`src/hdl/sffd_pkg.sv`:
```
package sffd_pkg;

   localparam int MAX_FRAME_DEF    = 64;
   localparam int HEADER_BYTES_DEF = 3;
   localparam int FRONT_DEPTH_DEF  = 4;

   localparam int BYTE_W    = 8;
   localparam int POS_W     = 6;
   localparam int KIND_W    = 2;
   localparam int STATUS_W  = 2;
   localparam int TOTAL_W   = 16;
   localparam int CSR_IDX_W = 2;

   localparam logic [CSR_IDX_W-1:0] CSR_SYNC       = 2'd0;
   localparam logic [CSR_IDX_W-1:0] CSR_BATTERY_ID = 2'd1;
   localparam logic [CSR_IDX_W-1:0] CSR_ANALOG_ID  = 2'd2;
   localparam logic [CSR_IDX_W-1:0] CSR_THERM_ID   = 2'd3;

   localparam logic [KIND_W-1:0] KIND_BATTERY    = 2'd0;
   localparam logic [KIND_W-1:0] KIND_ANALOG     = 2'd1;
   localparam logic [KIND_W-1:0] KIND_THERMISTOR = 2'd2;

   localparam logic [STATUS_W-1:0] STATUS_FRAME      = 2'd0;
   localparam logic [STATUS_W-1:0] STATUS_BAD_SUM    = 2'd1;
   localparam logic [STATUS_W-1:0] STATUS_UNKNOWN_ID = 2'd2;

   localparam logic [BYTE_W-1:0] SYNC_RESET       = 8'd0;
   localparam logic [BYTE_W-1:0] BATTERY_ID_RESET = 8'd1;
   localparam logic [BYTE_W-1:0] ANALOG_ID_RESET  = 8'd2;
   localparam logic [BYTE_W-1:0] THERM_ID_RESET   = 8'd3;

   typedef enum logic [3:0] {
      PH_IDLE,
      PH_SCAN,
      PH_HDR0,
      PH_HDR2,
      PH_SUM,
      PH_CHECK,
      PH_STATUS,
      PH_EMIT_RD,
      PH_EMIT_WR
   } phase_type;

   typedef struct packed {
      logic [BYTE_W-1:0] sync_byte;
      logic [BYTE_W-1:0] battery_id;
      logic [BYTE_W-1:0] analog_id;
      logic [BYTE_W-1:0] thermistor_id;
   } cfg_type;

   typedef struct packed {
      logic              valid;
      logic [BYTE_W-1:0] data;
   } front_out_type;

   // (a + b) mod 255 for a < 255
   function automatic logic [BYTE_W-1:0] mod255_add(logic [BYTE_W-1:0] a,
                                                     logic [BYTE_W-1:0] b);
      logic [BYTE_W:0] s;
      s = {1'b0, a} + {1'b0, b};
      if (s >= 9'd255) begin
         s = s - 9'd255;
      end
      return s[BYTE_W-1:0];
   endfunction

endpackage

```
`src/hdl/sffd_ram.sv`:
```
module sffd_ram import sffd_pkg::*; #(
   parameter int WIDTH = BYTE_W,
   parameter int DEPTH = MAX_FRAME_DEF
) (
   input  logic                     clock,
   input  logic                     wr_en,
   input  logic [$clog2(DEPTH)-1:0] wr_addr,
   input  logic [WIDTH-1:0]         wr_data,
   input  logic                     rd_en,
   input  logic [$clog2(DEPTH)-1:0] rd_addr,
   output logic [WIDTH-1:0]         rd_data
);

   logic [WIDTH-1:0] mem_ff [DEPTH];
   logic [WIDTH-1:0] rd_data_ff;

   always_ff @(posedge clock) begin
      if (wr_en) begin
         mem_ff[wr_addr] <= wr_data;
      end
      if (rd_en) begin
         rd_data_ff <= mem_ff[rd_addr];
      end
   end

   assign rd_data = rd_data_ff;

endmodule

```
`src/hdl/sffd_front.sv`:
```
module sffd_front import sffd_pkg::*; #(
   parameter int DEPTH = FRONT_DEPTH_DEF
) (
   input  logic              clock,
   input  logic              reset,
   input  logic              req_valid,
   output logic              req_ready,
   input  logic [BYTE_W-1:0] req_rx_byte,
   input  logic              pop,
   output front_out_type     front_out
);

   localparam int PW = $clog2(DEPTH);
   localparam int CW = $clog2(DEPTH + 1);

   logic [BYTE_W-1:0] fifo_ff [DEPTH];
   logic [PW-1:0]     wr_ptr_ff, wr_ptr_in;
   logic [PW-1:0]     rd_ptr_ff, rd_ptr_in;
   logic [CW-1:0]     cnt_ff, cnt_in;
   logic              push;
   logic              take;

   assign req_ready       = cnt_ff != CW'(DEPTH);
   assign push            = req_valid && req_ready;
   assign take            = pop && front_out.valid;
   assign front_out.valid = cnt_ff != '0;
   assign front_out.data  = fifo_ff[rd_ptr_ff];

   always_comb begin
      wr_ptr_in = wr_ptr_ff;
      rd_ptr_in = rd_ptr_ff;
      if (push) begin
         wr_ptr_in = (wr_ptr_ff == PW'(DEPTH - 1)) ? '0 : wr_ptr_ff + PW'(1);
      end
      if (take) begin
         rd_ptr_in = (rd_ptr_ff == PW'(DEPTH - 1)) ? '0 : rd_ptr_ff + PW'(1);
      end
      cnt_in = cnt_ff + CW'(push) - CW'(take);
   end

   always_ff @(posedge clock) begin
      if (reset) begin
         wr_ptr_ff <= '0;
         rd_ptr_ff <= '0;
         cnt_ff    <= '0;
      end else begin
         wr_ptr_ff <= wr_ptr_in;
         rd_ptr_ff <= rd_ptr_in;
         cnt_ff    <= cnt_in;
      end
   end

   always_ff @(posedge clock) begin
      if (push) begin
         fifo_ff[wr_ptr_ff] <= req_rx_byte;
      end
   end

endmodule

```
`src/hdl/sffd_back.sv`:
```
module sffd_back import sffd_pkg::*; #(
   parameter int MAX_FRAME    = MAX_FRAME_DEF,
   parameter int HEADER_BYTES = HEADER_BYTES_DEF
) (
   input  logic                clock,
   input  logic                reset,
   input  cfg_type             cfg,
   input  front_out_type       front_out,
   output logic                pop,
   output logic                rsp_valid,
   input  logic                rsp_ready,
   output logic [BYTE_W-1:0]   rsp_frame_byte,
   output logic [POS_W-1:0]    rsp_byte_position,
   output logic [KIND_W-1:0]   rsp_message_kind,
   output logic [STATUS_W-1:0] rsp_status,
   output logic                rsp_last,
   output logic [TOTAL_W-1:0]  rsp_bad_checksum_total,
   output logic [TOTAL_W-1:0]  rsp_unknown_id_total
);

   localparam int PTR_W  = $clog2(MAX_FRAME);
   localparam int CNT_W  = $clog2(MAX_FRAME + 1);
   localparam int WIDE_W = BYTE_W + 1;

   // ring buffer offset add, wraps at MAX_FRAME
   function automatic logic [PTR_W-1:0] ring_add(logic [PTR_W-1:0] base,
                                                  logic [BYTE_W-1:0] step);
      logic [WIDE_W-1:0] s;
      s = WIDE_W'(base) + WIDE_W'(step);
      if (s >= WIDE_W'(MAX_FRAME)) begin
         s = s - WIDE_W'(MAX_FRAME);
      end
      return s[PTR_W-1:0];
   endfunction

   phase_type           state_ff, state_in;
   logic [PTR_W-1:0]    head_ff, head_in;
   logic [CNT_W-1:0]    count_ff, count_in;
   logic                done_ff, done_in;
   logic [TOTAL_W-1:0]  bad_cnt_ff, bad_cnt_in;
   logic [TOTAL_W-1:0]  unk_cnt_ff, unk_cnt_in;
   logic                rsp_valid_ff, rsp_valid_in;

   logic [BYTE_W-1:0]   len_ff, len_in;
   logic [BYTE_W-1:0]   pos_ff, pos_in;
   logic [BYTE_W-1:0]   low_ff, low_in;
   logic [BYTE_W-1:0]   high_ff, high_in;
   logic [BYTE_W-1:0]   id_ff, id_in;
   logic [BYTE_W-1:0]   trail_lo_ff, trail_lo_in;
   logic [BYTE_W-1:0]   trail_hi_ff, trail_hi_in;
   logic [KIND_W-1:0]   kind_ff, kind_in;
   logic [STATUS_W-1:0] status_ff, status_in;

   logic [BYTE_W-1:0]   rsp_frame_byte_ff, rsp_frame_byte_in;
   logic [POS_W-1:0]    rsp_pos_ff, rsp_pos_in;
   logic [KIND_W-1:0]   rsp_kind_ff, rsp_kind_in;
   logic [STATUS_W-1:0] rsp_status_ff, rsp_status_in;
   logic                rsp_last_ff, rsp_last_in;
   logic [TOTAL_W-1:0]  rsp_bad_ff, rsp_bad_in;
   logic [TOTAL_W-1:0]  rsp_unk_ff, rsp_unk_in;

   logic                mem_wr_en;
   logic [PTR_W-1:0]    mem_wr_addr;
   logic                mem_rd_en;
   logic [PTR_W-1:0]    mem_rd_addr;
   logic [BYTE_W-1:0]   mem_rd_data;

   logic                slot_free;
   logic                is_sync;
   logic                short_hdr;
   logic                len_bad;
   logic                short_frame;
   logic                at_last;
   logic                in_sum;
   logic                trailer_ok;
   logic                id_known;
   logic [KIND_W-1:0]   id_kind;
   logic [BYTE_W-1:0]   low_sum;
   logic [BYTE_W-1:0]   high_sum;

   sffd_ram #(
      .WIDTH (BYTE_W),
      .DEPTH (MAX_FRAME)
   ) u_store (
      .clock   (clock),
      .wr_en   (mem_wr_en),
      .wr_addr (mem_wr_addr),
      .wr_data (front_out.data),
      .rd_en   (mem_rd_en),
      .rd_addr (mem_rd_addr),
      .rd_data (mem_rd_data)
   );

   assign slot_free   = !rsp_valid_ff || rsp_ready;
   assign is_sync     = mem_rd_data == cfg.sync_byte;
   assign short_hdr   = count_ff < CNT_W'(HEADER_BYTES);
   assign len_bad     = (mem_rd_data >= BYTE_W'(MAX_FRAME)) ||
                        (mem_rd_data < BYTE_W'(HEADER_BYTES));
   assign short_frame = WIDE_W'(count_ff) < WIDE_W'(mem_rd_data);
   assign at_last     = pos_ff == len_ff - 8'd1;
   assign in_sum      = (WIDE_W'(pos_ff) + 9'd2) < WIDE_W'(len_ff);
   assign trailer_ok  = {trail_hi_ff, trail_lo_ff} == {high_ff, low_ff};
   assign low_sum     = mod255_add(low_ff, mem_rd_data);
   assign high_sum    = mod255_add(high_ff, low_sum);

   always_comb begin
      id_known = 1'b1;
      id_kind  = KIND_BATTERY;
      if (id_ff == cfg.battery_id) begin
         id_kind = KIND_BATTERY;
      end else if (id_ff == cfg.analog_id) begin
         id_kind = KIND_ANALOG;
      end else if (id_ff == cfg.thermistor_id) begin
         id_kind = KIND_THERMISTOR;
      end else begin
         id_known = 1'b0;
      end
   end

   always_comb begin
      state_in = state_ff;
      case (state_ff)
         PH_IDLE: begin
            if (front_out.valid) begin
               state_in = PH_SCAN;
            end
         end
         PH_SCAN: begin
            state_in = (count_ff == '0) ? PH_IDLE : PH_HDR0;
         end
         PH_HDR0: begin
            if (!is_sync) begin
               state_in = PH_SCAN;
            end else if (short_hdr) begin
               state_in = PH_IDLE;
            end else begin
               state_in = PH_HDR2;
            end
         end
         PH_HDR2: begin
            if (len_bad) begin
               state_in = PH_SCAN;
            end else if (short_frame || done_ff) begin
               state_in = PH_IDLE;
            end else begin
               state_in = PH_SUM;
            end
         end
         PH_SUM: begin
            if (at_last) begin
               state_in = PH_CHECK;
            end
         end
         PH_CHECK: begin
            state_in = (trailer_ok && id_known) ? PH_EMIT_RD : PH_STATUS;
         end
         PH_STATUS: begin
            if (slot_free) begin
               state_in = PH_SCAN;
            end
         end
         PH_EMIT_RD: begin
            state_in = PH_EMIT_WR;
         end
         PH_EMIT_WR: begin
            if (slot_free) begin
               state_in = at_last ? PH_SCAN : PH_EMIT_RD;
            end
         end
         default: begin
            state_in = PH_IDLE;
         end
      endcase
   end

   always_comb begin
      pop          = 1'b0;
      mem_wr_en    = 1'b0;
      mem_wr_addr  = ring_add(head_ff, BYTE_W'(count_ff));
      mem_rd_en    = 1'b0;
      mem_rd_addr  = head_ff;
      head_in      = head_ff;
      count_in     = count_ff;
      done_in      = done_ff;
      bad_cnt_in   = bad_cnt_ff;
      unk_cnt_in   = unk_cnt_ff;
      len_in       = len_ff;
      pos_in       = pos_ff;
      low_in       = low_ff;
      high_in      = high_ff;
      id_in        = id_ff;
      trail_lo_in  = trail_lo_ff;
      trail_hi_in  = trail_hi_ff;
      kind_in      = kind_ff;
      status_in    = status_ff;
      rsp_valid_in      = rsp_valid_ff && !rsp_ready;
      rsp_frame_byte_in = rsp_frame_byte_ff;
      rsp_pos_in        = rsp_pos_ff;
      rsp_kind_in       = rsp_kind_ff;
      rsp_status_in     = rsp_status_ff;
      rsp_last_in       = rsp_last_ff;
      rsp_bad_in        = rsp_bad_ff;
      rsp_unk_in        = rsp_unk_ff;

      case (state_ff)
         PH_IDLE: begin
            if (front_out.valid) begin
               pop     = 1'b1;
               done_in = 1'b0;
               if (count_ff != CNT_W'(MAX_FRAME)) begin
                  mem_wr_en = 1'b1;
                  count_in  = count_ff + CNT_W'(1);
               end
            end
         end
         PH_SCAN: begin
            mem_rd_en = count_ff != '0;
         end
         PH_HDR0: begin
            if (!is_sync) begin
               head_in  = ring_add(head_ff, 8'd1);
               count_in = count_ff - CNT_W'(1);
            end else if (!short_hdr) begin
               mem_rd_en   = 1'b1;
               mem_rd_addr = ring_add(head_ff, 8'd2);
            end
         end
         PH_HDR2: begin
            if (len_bad) begin
               head_in  = ring_add(head_ff, 8'd1);
               count_in = count_ff - CNT_W'(1);
            end else if (!(short_frame || done_ff)) begin
               len_in    = mem_rd_data;
               pos_in    = '0;
               low_in    = '0;
               high_in   = '0;
               mem_rd_en = 1'b1;
            end
         end
         PH_SUM: begin
            if (in_sum) begin
               low_in  = low_sum;
               high_in = high_sum;
            end
            if (pos_ff == 8'd1) begin
               id_in = mem_rd_data;
            end
            if (pos_ff == len_ff - 8'd2) begin
               trail_lo_in = mem_rd_data;
            end
            if (at_last) begin
               trail_hi_in = mem_rd_data;
            end else begin
               mem_rd_en   = 1'b1;
               mem_rd_addr = ring_add(head_ff, pos_ff + 8'd1);
               pos_in      = pos_ff + 8'd1;
            end
         end
         PH_CHECK: begin
            if (!trailer_ok) begin
               bad_cnt_in = bad_cnt_ff + TOTAL_W'(1);
               status_in  = STATUS_BAD_SUM;
            end else if (!id_known) begin
               unk_cnt_in = unk_cnt_ff + TOTAL_W'(1);
               status_in  = STATUS_UNKNOWN_ID;
            end else begin
               kind_in = id_kind;
               pos_in  = '0;
            end
         end
         PH_STATUS: begin
            if (slot_free) begin
               rsp_valid_in      = 1'b1;
               rsp_frame_byte_in = '0;
               rsp_pos_in        = '0;
               rsp_kind_in       = KIND_BATTERY;
               rsp_status_in     = status_ff;
               rsp_last_in       = 1'b1;
               rsp_bad_in        = bad_cnt_ff;
               rsp_unk_in        = unk_cnt_ff;
               head_in           = ring_add(head_ff, len_ff);
               count_in          = count_ff - CNT_W'(len_ff);
               done_in           = 1'b1;
            end
         end
         PH_EMIT_RD: begin
            mem_rd_en   = 1'b1;
            mem_rd_addr = ring_add(head_ff, pos_ff);
         end
         PH_EMIT_WR: begin
            if (slot_free) begin
               rsp_valid_in      = 1'b1;
               rsp_frame_byte_in = mem_rd_data;
               rsp_pos_in        = pos_ff[POS_W-1:0];
               rsp_kind_in       = kind_ff;
               rsp_status_in     = STATUS_FRAME;
               rsp_last_in       = at_last;
               rsp_bad_in        = bad_cnt_ff;
               rsp_unk_in        = unk_cnt_ff;
               if (at_last) begin
                  head_in  = ring_add(head_ff, len_ff);
                  count_in = count_ff - CNT_W'(len_ff);
                  done_in  = 1'b1;
               end else begin
                  pos_in = pos_ff + 8'd1;
               end
            end
         end
         default: begin
         end
      endcase
   end

   always_ff @(posedge clock) begin
      if (reset) begin
         state_ff     <= PH_IDLE;
         head_ff      <= '0;
         count_ff     <= '0;
         done_ff      <= 1'b0;
         bad_cnt_ff   <= '0;
         unk_cnt_ff   <= '0;
         rsp_valid_ff <= 1'b0;
      end else begin
         state_ff     <= state_in;
         head_ff      <= head_in;
         count_ff     <= count_in;
         done_ff      <= done_in;
         bad_cnt_ff   <= bad_cnt_in;
         unk_cnt_ff   <= unk_cnt_in;
         rsp_valid_ff <= rsp_valid_in;
      end
   end

   always_ff @(posedge clock) begin
      len_ff            <= len_in;
      pos_ff            <= pos_in;
      low_ff            <= low_in;
      high_ff           <= high_in;
      id_ff             <= id_in;
      trail_lo_ff       <= trail_lo_in;
      trail_hi_ff       <= trail_hi_in;
      kind_ff           <= kind_in;
      status_ff         <= status_in;
      rsp_frame_byte_ff <= rsp_frame_byte_in;
      rsp_pos_ff        <= rsp_pos_in;
      rsp_kind_ff       <= rsp_kind_in;
      rsp_status_ff     <= rsp_status_in;
      rsp_last_ff       <= rsp_last_in;
      rsp_bad_ff        <= rsp_bad_in;
      rsp_unk_ff        <= rsp_unk_in;
   end

   assign rsp_valid              = rsp_valid_ff;
   assign rsp_frame_byte         = rsp_frame_byte_ff;
   assign rsp_byte_position      = rsp_pos_ff;
   assign rsp_message_kind       = rsp_kind_ff;
   assign rsp_status             = rsp_status_ff;
   assign rsp_last               = rsp_last_ff;
   assign rsp_bad_checksum_total = rsp_bad_ff;
   assign rsp_unknown_id_total   = rsp_unk_ff;

   a_count_bound: assert property (@(posedge clock) disable iff (reset)
      count_ff <= CNT_W'(MAX_FRAME))
      else $error("frame store count overflow");

   a_sum_whole_frame: assert property (@(posedge clock) disable iff (reset)
      state_ff == PH_SUM |-> WIDE_W'(count_ff) >= WIDE_W'(len_ff))
      else $error("checksum started on partial frame");

   a_status_shape: assert property (@(posedge clock) disable iff (reset)
      rsp_valid_ff && rsp_status_ff != STATUS_FRAME |->
         rsp_last_ff && rsp_frame_byte_ff == '0 && rsp_pos_ff == '0)
      else $error("malformed status result");

   a_bad_cnt_src: assert property (@(posedge clock) disable iff (reset)
      !$stable(bad_cnt_ff) |-> $past(state_ff) == PH_CHECK)
      else $error("bad checksum counter moved outside check");

endmodule

```
`src/hdl/sync_frame_fletcher_deframer.sv`:
```
// Sync/length framed byte deframer with Fletcher-16 check. Bytes enter on the
// req_ channel into a small input queue; a parse engine appends each byte to a
// 64-entry ring store and rescans it for sync and length. A complete frame
// is summed (Fletcher-16 mod 255, sum2 high, trailer little-endian) and then
// either drained byte by byte on rsp_ with its kind, or reported as a single
// status transfer with last set. At most one frame completes per input byte.
// Timing is set by the single read port of the ring store. Each byte is first
// taken into the store, then a rescan drops non-sync bytes one by one, drops a
// sync byte with a bad length, and stops on an empty store, a short header or
// a partial frame. A complete frame is checksummed and then drained byte by
// byte (or sent as its status transfer) before the rescan goes on; any rsp_
// stall holds the drain or the status transfer.
// csr_ writes (0 sync, 1 battery id, 2 analog id, 3 thermistor id) take effect
// at once and belong only in times when the block is idle.
module sync_frame_fletcher_deframer import sffd_pkg::*; #(
   parameter int MAX_FRAME    = MAX_FRAME_DEF,
   parameter int HEADER_BYTES = HEADER_BYTES_DEF,
   parameter int FRONT_DEPTH  = FRONT_DEPTH_DEF
) (
   input  logic                 clock,
   input  logic                 reset,
   input  logic                 req_valid,
   output logic                 req_ready,
   input  logic [BYTE_W-1:0]    req_rx_byte,
   output logic                 rsp_valid,
   input  logic                 rsp_ready,
   output logic [BYTE_W-1:0]    rsp_frame_byte,
   output logic [POS_W-1:0]     rsp_byte_position,
   output logic [KIND_W-1:0]    rsp_message_kind,
   output logic [STATUS_W-1:0]  rsp_status,
   output logic                 rsp_last,
   output logic [TOTAL_W-1:0]   rsp_bad_checksum_total,
   output logic [TOTAL_W-1:0]   rsp_unknown_id_total,
   input  logic                 csr_wr_en,
   input  logic [CSR_IDX_W-1:0] csr_index,
   input  logic [BYTE_W-1:0]    csr_wr_data
);

   cfg_type       cfg_ff, cfg_in;
   front_out_type front_out;
   logic          pop;

   always_comb begin
      cfg_in = cfg_ff;
      if (csr_wr_en) begin
         case (csr_index)
            CSR_SYNC:       cfg_in.sync_byte     = csr_wr_data;
            CSR_BATTERY_ID: cfg_in.battery_id    = csr_wr_data;
            CSR_ANALOG_ID:  cfg_in.analog_id     = csr_wr_data;
            CSR_THERM_ID:   cfg_in.thermistor_id = csr_wr_data;
            default: begin
            end
         endcase
      end
   end

   always_ff @(posedge clock) begin
      if (reset) begin
         cfg_ff.sync_byte     <= SYNC_RESET;
         cfg_ff.battery_id    <= BATTERY_ID_RESET;
         cfg_ff.analog_id     <= ANALOG_ID_RESET;
         cfg_ff.thermistor_id <= THERM_ID_RESET;
      end else begin
         cfg_ff <= cfg_in;
      end
   end

   sffd_front #(
      .DEPTH (FRONT_DEPTH)
   ) u_front (
      .clock       (clock),
      .reset       (reset),
      .req_valid   (req_valid),
      .req_ready   (req_ready),
      .req_rx_byte (req_rx_byte),
      .pop         (pop),
      .front_out   (front_out)
   );

   sffd_back #(
      .MAX_FRAME    (MAX_FRAME),
      .HEADER_BYTES (HEADER_BYTES)
   ) u_back (
      .clock                  (clock),
      .reset                  (reset),
      .cfg                    (cfg_ff),
      .front_out              (front_out),
      .pop                    (pop),
      .rsp_valid              (rsp_valid),
      .rsp_ready              (rsp_ready),
      .rsp_frame_byte         (rsp_frame_byte),
      .rsp_byte_position      (rsp_byte_position),
      .rsp_message_kind       (rsp_message_kind),
      .rsp_status             (rsp_status),
      .rsp_last               (rsp_last),
      .rsp_bad_checksum_total (rsp_bad_checksum_total),
      .rsp_unknown_id_total   (rsp_unknown_id_total)
   );

endmodule

```
`config.mk`:
```
export PLATFORM = sky130hd
export DESIGN_NAME = sync_frame_fletcher_deframer
export DESIGN_NICKNAME = d
export VERILOG_FILES = /design/src/hdl/sffd_pkg.sv /design/src/hdl/sffd_ram.sv /design/src/hdl/sffd_front.sv /design/src/hdl/sffd_back.sv /design/src/hdl/sync_frame_fletcher_deframer.sv
export SDC_FILE = /design/constraint.sdc
export NUM_CORES = 1
export LEC_CHECK = 0
export BUFFER_PORTS_ARGS = -buffer_cell sky130_fd_sc_hd__buf_4
export CORE_UTILIZATION = 50
export CTS_BUF_LIST = sky130_fd_sc_hd__clkbuf_4
export CTS_CLUSTER_DIAMETER = 40
export CTS_CLUSTER_SIZE = 12
export DETAILED_ROUTE_END_ITERATION = 10
export PLACE_DENSITY = 0.69
export SLEW_MARGIN = 40
export SYNTH_ARGS = -nofsm -noshare
export SYNTH_HDL_FRONTEND = slang
export SYNTH_HIERARCHICAL = 1
export SYNTH_SLANG_ARGS = --single-unit
```
`constraint.sdc`:
```
create_clock -name clock -period 5.35 [get_ports clock]
set_input_delay 1.07 -clock clock [delete_from_list [all_inputs] [get_ports clock]]
set_output_delay 1.07 -clock clock [all_outputs]
set_load 0.1 [all_outputs]
```
Yosys cells after proc, flatten, opt, wreduce, memory -nomap -nowiden
Memory sizes are Yosys's and may differ from the RTL's. A register that Yosys moved wholly into a read port is not among the register bits.
Cells that the tools add are included.
{"block": "totals", "regBits": 201, "input_bits": 23, "mem_bits_rw": 544, "memories": 2}
{"block": "op_classes", "eq_ne": 37, "muxes": 94, "bitwise": 4, "order_cmp": 13, "addsub": 29, "reduce_logical": 42}
{"name": "u_back.u_store.mem_ff", "words": 64, "width": 8, "rd": 1, "rd_clocked_by_memory_dff": 1, "write_ports": 1, "line": "sffd_ram.sv:14", "text": "logic [WIDTH-1:0] mem_ff [DEPTH];"}
{"name": "u_front.fifo_ff", "words": 4, "width": 8, "rd": 1, "rd_clocked_by_memory_dff": 1, "write_ports": 1, "line": "sffd_front.sv:16", "text": "logic [BYTE_W-1:0] fifo_ff [DEPTH];"}
{"operator": "6-bit 2-to-1 mux", "n": 16}
{"operator": "8-bit 2-to-1 mux", "n": 12}
{"operator": "7-bit 2-to-1 mux", "n": 7}
{"operator": "8-bit equality test", "n": 6}
{"operator": "8-bit one-hot mux with 2 select lines", "n": 3}
{"operator": "4-bit one-hot mux with 9 select lines", "n": 1}
{"operator": "6-bit by 1-bit subtractor with 6-bit output (second input constant)", "n": 6}
{"operator": "7-bit one-hot mux with 5 select lines", "n": 1}
{"operator": "16-bit by 1-bit adder with 16-bit output (second input constant)", "n": 2}
{"operator": "8-bit one-hot mux with 4 select lines", "n": 1}
{"operator": "6-bit by 8-bit adder with 9-bit output", "n": 3}
{"operator": "9-bit by 7-bit >= comparator with 1-bit output (second input constant)", "n": 3}
{"operator": "1-bit 2-to-1 mux", "n": 26}
{"operator": "4-bit 2-to-1 mux", "n": 6}
{"operator": "6-bit one-hot mux with 4 select lines", "n": 1}
{"operator": "2-bit 2-to-1 mux", "n": 11}
{"operator": "2-bit AND reduction", "n": 10}
{"operator": "8-bit by 8-bit adder with 9-bit output", "n": 2}
{"operator": "9-bit by 8-bit >= comparator with 1-bit output (second input constant)", "n": 2}
{"operator": "2-bit by 1-bit inequality test with 1-bit output (second input constant)", "n": 9}
{"operator": "6-bit one-hot mux with 3 select lines", "n": 1}
{"operator": "16-bit equality test", "n": 1}
{"operator": "4-bit by 3-bit equality test with 1-bit output (second input constant)", "n": 4}
{"operator": "8-bit by 7-bit >= comparator with 1-bit output (second input constant)", "n": 2}
{"operator": "other kinds (52)", "n": 83}

Longest topological paths before layout
{"block": "logic_depth", "ltp_word": 8, "mapped_depth": 19, "depth_no_buf": 19}

Cells and area by module
The synthesis kept the hierarchy.
{"mod": "sffd_ram", "instances": 1, "cells_per_inst": 972, "area_per_inst_um2": 20270.7}
{"mod": "sffd_back", "instances": 1, "cells_per_inst": 1036, "area_per_inst_um2": 10164.7}
{"mod": "sffd_front", "instances": 1, "cells_per_inst": 91, "area_per_inst_um2": 1642.8}
{"mod": "sync_frame_fletcher_deframer", "instances": 1, "cells_per_inst": 119, "area_per_inst_um2": 1283.7}

Worst setup path after synthesis
No wires, ideal clock.
{"block": "synth_path", "path_kind": "register to register", "startpoint": "register u_back.u_store.rd_data_ff[0] (netlist: u_back/u_store/rd_data[0]) (read register of u_back.u_store.mem_ff)", "endpoint": "register u_back.high_ff[1] (data pin)", "slack_ns": 0.823, "arrival_ns": 4.261, "stages_incl_launch_ff": 19, "n_path_buf": 1, "cell_sequence": "edfxtp_1 -> ha_1 -> inv_1 -> fa_1 -> nand2b_1 -> a211oi_1 -> o311ai_0 -> nand2_1 -> a31oi_1 -> nor4_1 -> nor2_1 -> ha_1 -> clkbuf_1 -> and3_1 -> a2111oi_2 -> o21ai_1 -> a41oi_1 -> mux2i_1 -> nor2_1"}
{"block": "synth_via", "elab_chain_cells": 8}
{"element": "start, declared", "line": "sffd_ram.sv:15", "text": "logic [WIDTH-1:0] rd_data_ff;"}
{"element": "8-bit by 8-bit adder with 9-bit output (*)", "line": "sffd_pkg.sv:60", "text": "s = {1'b0, a} + {1'b0, b};"}
{"element": "8-bit subtractor / 9-bit by 8-bit >= comparator with 1-bit output (equally long branches)", "line": "sffd_pkg.sv:62, sffd_pkg.sv:61"}
{"element": "8-bit 2-to-1 mux (*)", "line": "sffd_pkg.sv:61", "text": "if (s >= 9'd255) begin"}
{"element": "net u_back.low_sum[4]", "line": "sffd_back.sv:78", "text": "logic [BYTE_W-1:0] low_sum;"}
{"element": "8-bit by 8-bit adder with 9-bit output (*)", "line": "sffd_pkg.sv:60"}
{"element": "9-bit by 8-bit >= comparator with 1-bit output (*)", "line": "sffd_pkg.sv:61"}
{"element": "8-bit 2-to-1 mux (*)", "line": "sffd_pkg.sv:61"}
{"element": "8-bit 2-to-1 mux (*)", "line": "sffd_back.sv:241", "text": "if (in_sum) begin"}
{"element": "8-bit one-hot mux with 2 select lines (*)", "line": "sffd_back.sv:205", "text": "case (state_ff)"}
{"element": "end signal, assigned", "line": "sffd_back.sv:338", "text": "high_ff <= high_in;"}
{"element": "end, declared", "line": "sffd_back.sv:47", "text": "logic [BYTE_W-1:0] high_ff, high_in;"}
The timed path passes the listed nets; every way through them passes the cells marked *. The select of a mux whose other input is x is not followed.
A chain may end at the register's enable or synchronous reset.

Worst setup path in the final report
{"block": "layout_path", "startpoint": "register u_back.len_ff[2]", "endpoint": "register u_back.u_store.rd_data_ff[7] (netlist: u_back/u_store/rd_data[7]) (read register of u_back.u_store.mem_ff) (data pin)"}
{"block": "layout_via", "elab_chain_cells": 4}
{"element": "start, declared", "line": "sffd_back.sv:44", "text": "logic [BYTE_W-1:0] len_ff, len_in;"}
{"element": "start signal, assigned", "line": "sffd_back.sv:335", "text": "len_ff <= len_in;"}
{"element": "8-bit by 1-bit subtractor with 8-bit output", "line": "sffd_back.sv:100", "text": "assign at_last = pos_ff == len_ff - 8'd1;"}
{"element": "8-bit equality test", "line": "sffd_back.sv:100"}
{"element": "6-bit 2-to-1 mux", "line": "sffd_back.sv:251", "text": "if (at_last) begin"}
{"element": "6-bit one-hot mux with 3 select lines", "line": "sffd_back.sv:205"}
{"element": "net u_back.mem_rd_addr[0]", "line": "sffd_back.sv:65", "text": "logic [PTR_W-1:0] mem_rd_addr;"}
The timed path passes the listed nets, and every way through them passes these cells.

==> metrics.cfg <==
[run_status]
status=finished, final reports clean

[clock_network]
cts_resized=0
cts_tree=yes
cts_hold_buf=0
cts-buffers-inserted=104
cts.path.max_buffers=3
clock_latency_ns=0.97
cts_max_level=3
cts.sinks=755
cts.clk_slew.worst_paths_ns=0.11
cts-root-buf=clkbuf_4

[timing]
relSlewSlack_pct=29.3
fin_ws_ns=0.273
max_freq_mhz=197
setup_viol=0
worstMarginPinSlew_ns=1.05
fin_crit_ns=5.08
finalMaxSlewViolations=0
period_share_pct=94.9
holdWs_ns=0.350
final.setup.tns_ns=0
finClkSkew_ns=0.0971
grt_setup_unrepaired=false
finalHoldViolCount=0

[place]
placed_area_um2=35100
place.gp.congestion=0.883
hpwl_um=50600
dp_slack_ns=0.279
io_buffer_count=75

[pwr]
peakVddDrop_mv=0.287
power_density_nw_per_um2=433
p_leak_nw=12.3

[yosys]
synthAdderAreaFrac_pct=3.29
yosys.area.top_type=edfxtp_1
synth_top_family_by_area=multiplexers
syn_area_um2=33400
synth_compound_area_share_pct=5.58
syn_nets=2324
syn_inst=2218
ys_ff_latch=755
synthTopCellsByCount=edfxtp_1 (663), nor2_1 (206), mux4_2 (132), dfxtp_1 (92), nand2_1 (84)
ys_seq_area_share_pct=65.2
yosys_warnings=6
synth.distinct_cells=85
synth_top_area_share_pct=59.7
synth_xor_area_share_pct=3.57
avgSynthCellArea_um2=15.0
synth-simple-area-share_pct=9.18
post-synth-top-count-cell=edfxtp_1
async_reset_ff_share_pct=0
synth_edf_count=663
yosys-mux-area-fraction_pct=10.8
netlist_top_cells_area=edfxtp_1 (60%), mux4_2 (8.9%), dfxtp_1 (5.5%)
yosys_most_used_dff=edfxtp_1

[grt]
grt_max_degree=65
grt_pass1_vias=19700
antenna_found_initial=2
gr-total-overflow=0
grt_pass1_wl_um=116000
grt.total_usage_pct=22.7

[route]
met2WireLength_um=37600
dr.pass1.iters=5
vias_per_cell=5.92
wl_met1_um=29800
postRouteAntennaNets=0
wl_per_cell_um=22.8
drtIter0Drc=1784
via_count=19600
drc=0
maxUsedRoutingLayer=met4
routed-wl-met3_um=5100
routed_wl_um=75400

[worst_hold_path]
hold_class=in2reg

[die]
start_util_pct=50.7
fp.dieH_um=260
ioPinCount=76
die_w_um=260
die_area_um2=67800
coreArea_um2=65900
num_rows=94

[run]
max-cap-violations=0

[worst_setup_path]
cp_max_fo=38
crit_required_ns=5.92
arrival_ns=5.65
worstSetupPathType=reg2reg
endpoint_kind=flop
start_kind=flop

[cells_and_area]
fin_nets=2461
syn_to_final_growth_pct=10.6
drive_gt1_share_pct=20.8
final_area_um2=36900
utilization_pct=56.0

[cell type report]
class / count / area, um2
tap: 864 / 1080
clock inverter: 80 / 877
inverter: 68 / 255
sequential: 755 / 21800
antenna: 3 / 7.51
fill: 5153 / 29000
timing repair buffer: 134 / 1120
multi-input combinational: 1292 / 11000
clock buffer: 111 / 833
[stage by stage]
stage	power (mW)	std cells
6_report	16.0	3307
5_1_grt	16.7	3307
4_1_cts	16.1	3303
3_5_place_dp	12.1	3112
3_3_place_gp	11.9	3110
2_1_floorplan	10.6	2218
[power by group]
group	total, mW	internal [mW]	switching (mW)
Clock	4.01	1.81	2.20
Combinational	4.63	1.72	2.92
Sequential	7.34	7.18	0.166
[flip-flops by register name, indices dropped and copies added (netlist names), 7 cells and up, named ones only]
| signal | flops |
|---|---|
| u_back/u_store/rd_data | 8 |
| u_back/pos_ff | 8 |
| u_back/rsp_frame_byte | 8 |
| u_back/u_store/mem_ff | 512 |
| u_back/bad_cnt_ff | 16 |
| u_back/id_ff | 8 |
| u_back/count_ff | 7 |
| u_back/trail_hi_ff | 8 |
| u_back/rsp_bad_checksum_total | 16 |
| u_back/len_ff | 8 |
| u_back/unk_cnt_ff | 16 |
| cfg_ff | 32 |
| u_back/low_ff | 8 |
| u_front/fifo_ff | 32 |
| u_back/rsp_unknown_id_total | 16 |
| u_back/high_ff | 8 |
| u_back/trail_lo_ff | 8 |
[placed cells by master, fill, tap and decap left out, types with 20 or more instances in the layout]
cell type,netlist,final
nor2_2,0,20
nor3_1,26,26
clkbuf_4,0,111
a21oi_1,63,62
ha_1,75,75
xor2_1,53,53
nand2b_1,48,48
nor4_1,22,22
nand2_1,84,84
nor2b_1,27,27
dfxtp_1,92,92
inv_1,66,66
edfxtp_1,663,663
mux2i_1,62,62
mux4_2,132,132
nand3_1,53,53
and2_1,28,27
buf_4,9,125
nand4_1,20,20
o22ai_1,25,25
o21ai_0,42,41
nor2_1,206,186
xnor2_1,83,81
[final timing paths]
kind | startpoint | to | slack (ns) | cells past startpoint
max reg2reg | u_back/len_ff[2] | u_back/u_store/rd_data[7] | 0.27 | 14
min reg2reg | u_back/bad_cnt_ff[1] | u_back/rsp_bad_checksum_total[1] | 0.45 | 0
min | req_rx_byte[3] | u_front/fifo_ff[1][3] | 0.35 | 1
max | u_back/len_ff[2] | u_back/u_store/rd_data[7] | 0.27 | 14
[critical path: stages (launching register included)]
cell	delay (ns)
edfxtp_1	0.50
inv_1	0.15
ha_1	0.21
nor2b_1	0.38
o211ai_1	0.15
a32oi_1	0.19
nand4_1	0.24
and2_0	0.36
o221ai_4	0.32
buf_12	0.22
buf_12	0.29
mux4_2	0.57
mux4_2	0.53
o2111ai_1	0.34
o41ai_1	0.28
[repair_timing]
action,CTS,global route
endpoints found under the setup margin,0,6
hold endpoints to repair,0,0
buffers inserted,0,1
[routing by layer]
metal / vias to the layer above / global-route usage [%]
met1: 9798 / 29.0
met4: 0 / 9.75
met3: 168 / 4.35
met5: - / 0
met2: 763 / 38.1
li1: 8860 / -
[kinds of logic after synthesis]
group                    Yosys count
AO/OA/AOI/OAI                    275
XOR/XNOR                         136
flip-flops                       755
multiplexers                     196
adder cells (fa/ha/maj)           83
AND/OR/NAND/NOR                  602
buffers and inverters            171
No activity file was read; power rests on OpenSTA's default activity.
